==> src/design/mbe_pkg.sv <==
// Shared types, widths and helpers for the Mandelbrot escape-time block.
// No dependencies; mbe_datapath, mbe_ctrl, the top level and the testbench import this package.
package mbe_pkg;

  localparam int DATA_W    = 32;
  localparam int ZOOM_W    = 31;
  localparam int COUNT_W   = 16;
  localparam int PIX_W     = 10;
  localparam int INDEX_W   = 20;
  localparam int CFG_IDX_W = 3;
  localparam int DIFF_W    = DATA_W + 1;
  localparam int MAG_W     = DATA_W + PIX_W;

  localparam int DEF_IMAGE_WIDTH   = 1024;
  localparam int DEF_IMAGE_HEIGHT  = 1024;
  localparam int DEF_FRACTION_BITS = 28;

  localparam logic [COUNT_W-1:0] MAX_ITER_RST = 16'd256;

  localparam logic signed [63:0] WIDE_MAX = 64'(32'sh7fffffff);
  localparam logic signed [63:0] WIDE_MIN = 64'(32'sh80000000);

  typedef enum logic [CFG_IDX_W-1:0] {
    REG_REAL_MIN = 3'd0,
    REG_REAL_MAX = 3'd1,
    REG_IMAG_MIN = 3'd2,
    REG_IMAG_MAX = 3'd3,
    REG_ZOOM     = 3'd4,
    REG_MAX_ITER = 3'd5
  } cfg_reg_t;

  typedef enum logic [2:0] {
    S_IDLE,
    S_DIV_LOAD,
    S_DIV_RUN,
    S_MAP,
    S_ZOOM,
    S_SQUARE,
    S_UPDATE
  } mbe_state_t;

  typedef struct packed {
    logic load;
    logic div_load;
    logic axis;
    logic set_mapped;
    logic set_c;
    logic square;
    logic update;
    logic finish;
  } mbe_cmd_t;

  typedef struct packed {
    logic div_done;
    logic at_limit;
    logic escaped;
  } mbe_stat_t;

  function automatic logic signed [DATA_W-1:0] saturate(input logic signed [63:0] v);
    logic signed [DATA_W-1:0] r;
    if (v > WIDE_MAX) begin
      r = WIDE_MAX[DATA_W-1:0];
    end else if (v < WIDE_MIN) begin
      r = WIDE_MIN[DATA_W-1:0];
    end else begin
      r = v[DATA_W-1:0];
    end
    return r;
  endfunction

endpackage

==> src/design/mbe_ctrl.sv <==
// Controller state machine that sequences mapping and iteration for one pixel.
// Depends on mbe_pkg; commands the datapath and reads its status.
module mbe_ctrl (
  input  logic               clk,
  input  logic               rst,
  input  logic               start,
  output logic               busy,
  input  mbe_pkg::mbe_stat_t stat,
  output mbe_pkg::mbe_cmd_t  cmd
);
  import mbe_pkg::*;

  mbe_state_t state, state_next;
  logic       axis, axis_next;

  always_ff @(posedge clk) begin
    if (rst) begin
      state <= S_IDLE;
      axis  <= 1'b0;
    end else begin
      state <= state_next;
      axis  <= axis_next;
    end
  end

  always_comb begin
    state_next = state;
    axis_next  = axis;
    case (state)
      S_IDLE: begin
        axis_next = 1'b0;
        if (start) begin
          state_next = S_DIV_LOAD;
        end
      end
      S_DIV_LOAD: state_next = S_DIV_RUN;
      S_DIV_RUN: begin
        if (stat.div_done) begin
          state_next = S_MAP;
        end
      end
      S_MAP: state_next = S_ZOOM;
      S_ZOOM: begin
        axis_next  = 1'b1;
        state_next = axis ? S_SQUARE : S_DIV_LOAD;
      end
      S_SQUARE: state_next = stat.at_limit ? S_IDLE : S_UPDATE;
      S_UPDATE: state_next = stat.escaped ? S_IDLE : S_SQUARE;
      default:  state_next = S_IDLE;
    endcase
  end

  always_comb begin
    cmd      = '0;
    cmd.axis = axis;
    busy     = state != S_IDLE;
    case (state)
      S_IDLE:     cmd.load       = start;
      S_DIV_LOAD: cmd.div_load   = 1'b1;
      S_MAP:      cmd.set_mapped = 1'b1;
      S_ZOOM:     cmd.set_c      = 1'b1;
      S_SQUARE: begin
        cmd.finish = stat.at_limit;
        cmd.square = !stat.at_limit;
      end
      S_UPDATE: begin
        cmd.finish = stat.escaped;
        cmd.update = !stat.escaped;
      end
      default: ;
    endcase
  end

endmodule

==> config.mk <==
export PLATFORM = sky130hd
export DESIGN_NAME = mbe_ctrl
export DESIGN_NICKNAME = d
export VERILOG_FILES = /design/src/design/mbe_pkg.sv /design/src/design/mbe_ctrl.sv
export SDC_FILE = /design/constraint.sdc
export NUM_CORES = 1
export LEC_CHECK = 0
export BUFFER_PORTS_ARGS = -buffer_cell sky130_fd_sc_hd__buf_2
export CORE_AREA = 4 4 41 43
export DETAILED_ROUTE_END_ITERATION = 10
export DIE_AREA = 0 0 45 47
export RECOVER_POWER = 50
export SLEW_MARGIN = 20
export SYNTH_ARGS = -nofsm -noshare
export SYNTH_HDL_FRONTEND = slang
export SYNTH_SLANG_ARGS = --single-unit
==> constraint.sdc <==
create_clock -name clk -period 2.6 [get_ports clk]
set_clock_uncertainty 0.2 [all_clocks]
set_input_delay 0 -clock clk [delete_from_list [all_inputs] [get_ports clk]]
set_output_delay 0 -clock clk [all_outputs]
set_load 0.005 [all_outputs]
==> impl_results.md <==
* RSZ-0062 raised after global routing: no
* Yosys reg bits at 4
* Total CTS buffers at 3
* Setup Fix Bufs, Post-CTS at 0
* Worst r2r path cells at 6
* Sequential Power Share at 39.3%
* GRT Total Usage at 6.788%
* Hold Crit Start: stat[2]
* Routed vias/inst at between 4 and 5
* Io pins at 15
* DRT Wirelength at between 600 and 700 um
* Setup TNS at 0 ns
* Max Slew Vio Count at 0
* Top cells by area, synth: dfxtp_1, and4bb_4, buf_4, nor2_1, a31oi_1
* Post-synthesis cell type count at 25
* Syn nets at 44
* DP HPWL at 475.9 um
* Layout cell share with drive strength beyond 1 at 36.36%
* Core area at 0.001301 mm2
* Worst setup SP type: flop
* RD Place Congestion at 0.6594
* WHS Path Cells at 4
* CP max FO at 13
* Slew headroom at 74.36%
* Delay of the slowest cell on the worst path at 0.54 ns
* Setup CP Type: flop to flop
* Sequential cell area fraction in the yosys report at between 20 and 30%
* Worst-Skew Late Latency at 0.23 ns
* Fin util at 32.50%
* Die W at around 45 um
* Synthesized cell area at 297.8 um2
* Most frequent cells in the layout: buf_2, dlygate4sd3_1, nor2_1, dfxtp_1
* Drt drc at 0
* Yosys warns at 0
* Largest net degree at the start of global routing at 14
* Post-synth EDFFs at 0
* Net Sw Power at 59.37 uW
* Worst-path cell with the longest stage delay: dfxtp_1
* Dpl cells at 62
* Vias in the first global route at 260
* Commonest non-fill, non-tap cell in the layout: buf_2
* Req. time, crit path at 2.52 ns
* Switching part of the total at 28.95%
* CP Launch Point: state[1]
* DP Worst Slack at 1.034 ns
* Reg2reg start: state[1]
* Worst Hold Endpoint: state[0]
* Yosys top cell area share at a little over a quarter
* Worst Hold Class: input pin to flop
* P_leak at between 0.2 and 0.25 nW
* Multi-input gate area at 170.2 um2
* Post-synth top flop: dfxtp_1
* Worst vdd ir at 0.1481 mV
* Number of routed nets with antenna violations at 0
* Nets at 63
* Worst-path clk slew at approximately 0.040 ns
* Fin cells at 70
* Initial Util at between 20% and 30%
* N_diodes at 0
* Worst setup EP type: flop
* Tcrit/Tclk final at between 80% and 90%
* Crit-path cells: nor2_1, nand2_2, inv_1, a211o_1, o211a_1, dlygate4sd3_1
* Status: complete, no violations
* Initial DRC count at 7
* H-Tree Depth at 1
* Post-Syn Instances at 38
* Total grt overflow at 0
* P_int at 145.7 uW
* Fillcell total at 145
* Die height at roughly 47 um
* Initial antenna violation count at 0
* R2r setup slk at 0.49 ns
* Worst-Margin Slew at 0.3840 ns
* PwrDens at ~480 mW/mm2
* Worst EP arrival at 2.03 ns
* CTS root buf: clkbuf_4
* WL per Instance at 9.543 um
* TritonCTS clock tree: done
* Die area at 0.002115 mm2
* Sink Count at 4
* Setup violations, final at 0
* Row count at 13
* TritonRoute pass-1 iters at 2
* Fin area at 422.9 um2
* Layout area overhead at 42.02%
* Storage element area at roughly 80 um2
* Global-route wire length before repair at 1.007 mm
* Ys async rst share at 0%
* Avg Cell Area, Syn at 7.836 um2
* Maximum buffer depth of the clock tree at 2
* R2R Path End: state[2]
* Total number of vias at 316
* Peak Freq at between 400 and 500 MHz
* Max Cap Viol at 0
* Clock power frac at 37.8%
* Area after DPL at 350.3 um2
* Final setup margin at 0.4866 ns
* Port bufs at 14
* Final Critical Period at 2.113 ns
* Fin. Hold Viols at 0
* Comb power frac at 22.9%
* Area leader, netlist: dfxtp_1
Yosys cell counts (all sizes together) (2+ instances only):
library cell / n
nor3: 2
inv: 3
a21oi: 2
a31oi: 2
nand2: 4
nor2: 4
buf: 5
dfxtp: 4
layout make-up:
class                   instances  share of cell area, %
clock buffers                   3                  5.325
repair buffers                 19                  28.40
inverters                       3                  2.663
multi-input cells              26                  40.24
well taps                      15                  4.438
flip-flops and latches          4                  18.93
cell families after synthesis:
family | share of synthesized area [%]
and+or+nand+nor | 36.56
AOI/OAI and AO/OA | 20.59
buffers and inverters | 15.96
DFF | 26.89
metrics by stage:
step	power (mW)	hold slack (ns)
2_1_floorplan	0.1090	-0.1712
3_3_place_gp	0.1246	0.0002405
3_5_place_dp	0.1245	0.0005010
4_1_cts	0.2105	0.02588
5_1_grt	0.2199	0.09449
6_report	0.2051	0.03618
critical path, delay by kind of cell (launching register included):
family          cells  cell delay [ns]
buf+inv             2             0.59
flops               1             0.54
compound gates      2             0.49
simple gates        2             0.19
power by group through the flow:
| stage | registers (mW) | clock network [mW] | logic, mW |
|---|---|---|---|
| finish | 0.0807 | 0.0775 | 0.0469 |
| global route | 0.0819 | 0.0851 | 0.0528 |
| CTS | 0.0809 | 0.0816 | 0.0480 |
| detailed placement | 0.0819 | 0 | 0.0426 |
| global placement | 0.0817 | 0 | 0.0429 |
| floorplan | 0.0704 | 0 | 0.0386 |
what timing repair did:
item	in CTS	in global routing
hold buffers	5	0
endpoints found under the setup margin	0	0
resized for setup	0	0
hold endpoints to repair	4	0
worst max-delay path by stage:
stage                     endpoint  slack [ns]  cells after the start
after floorplan           state[2]        1.30                      5
after global placement    state[2]        1.05                      3
after detailed placement  state[2]        1.03                      3
after CTS                 state[2]        0.48                      4
after global routing      state[2]        0.39                      6
final                     state[2]        0.49                      6
flip-flops by register name (all words and copies together) (netlist names):
name,count
axis,1
state,3
metal layers:
metal | global-route usage [%] | routed length, um
met5 | 0 | 0
met3 | 4.598 | 46
met2 | 10.17 | 295
met4 | 1.754 | 0
met1 | 7.937 | 326
No activity file was read; power rests on OpenSTA's default activity.
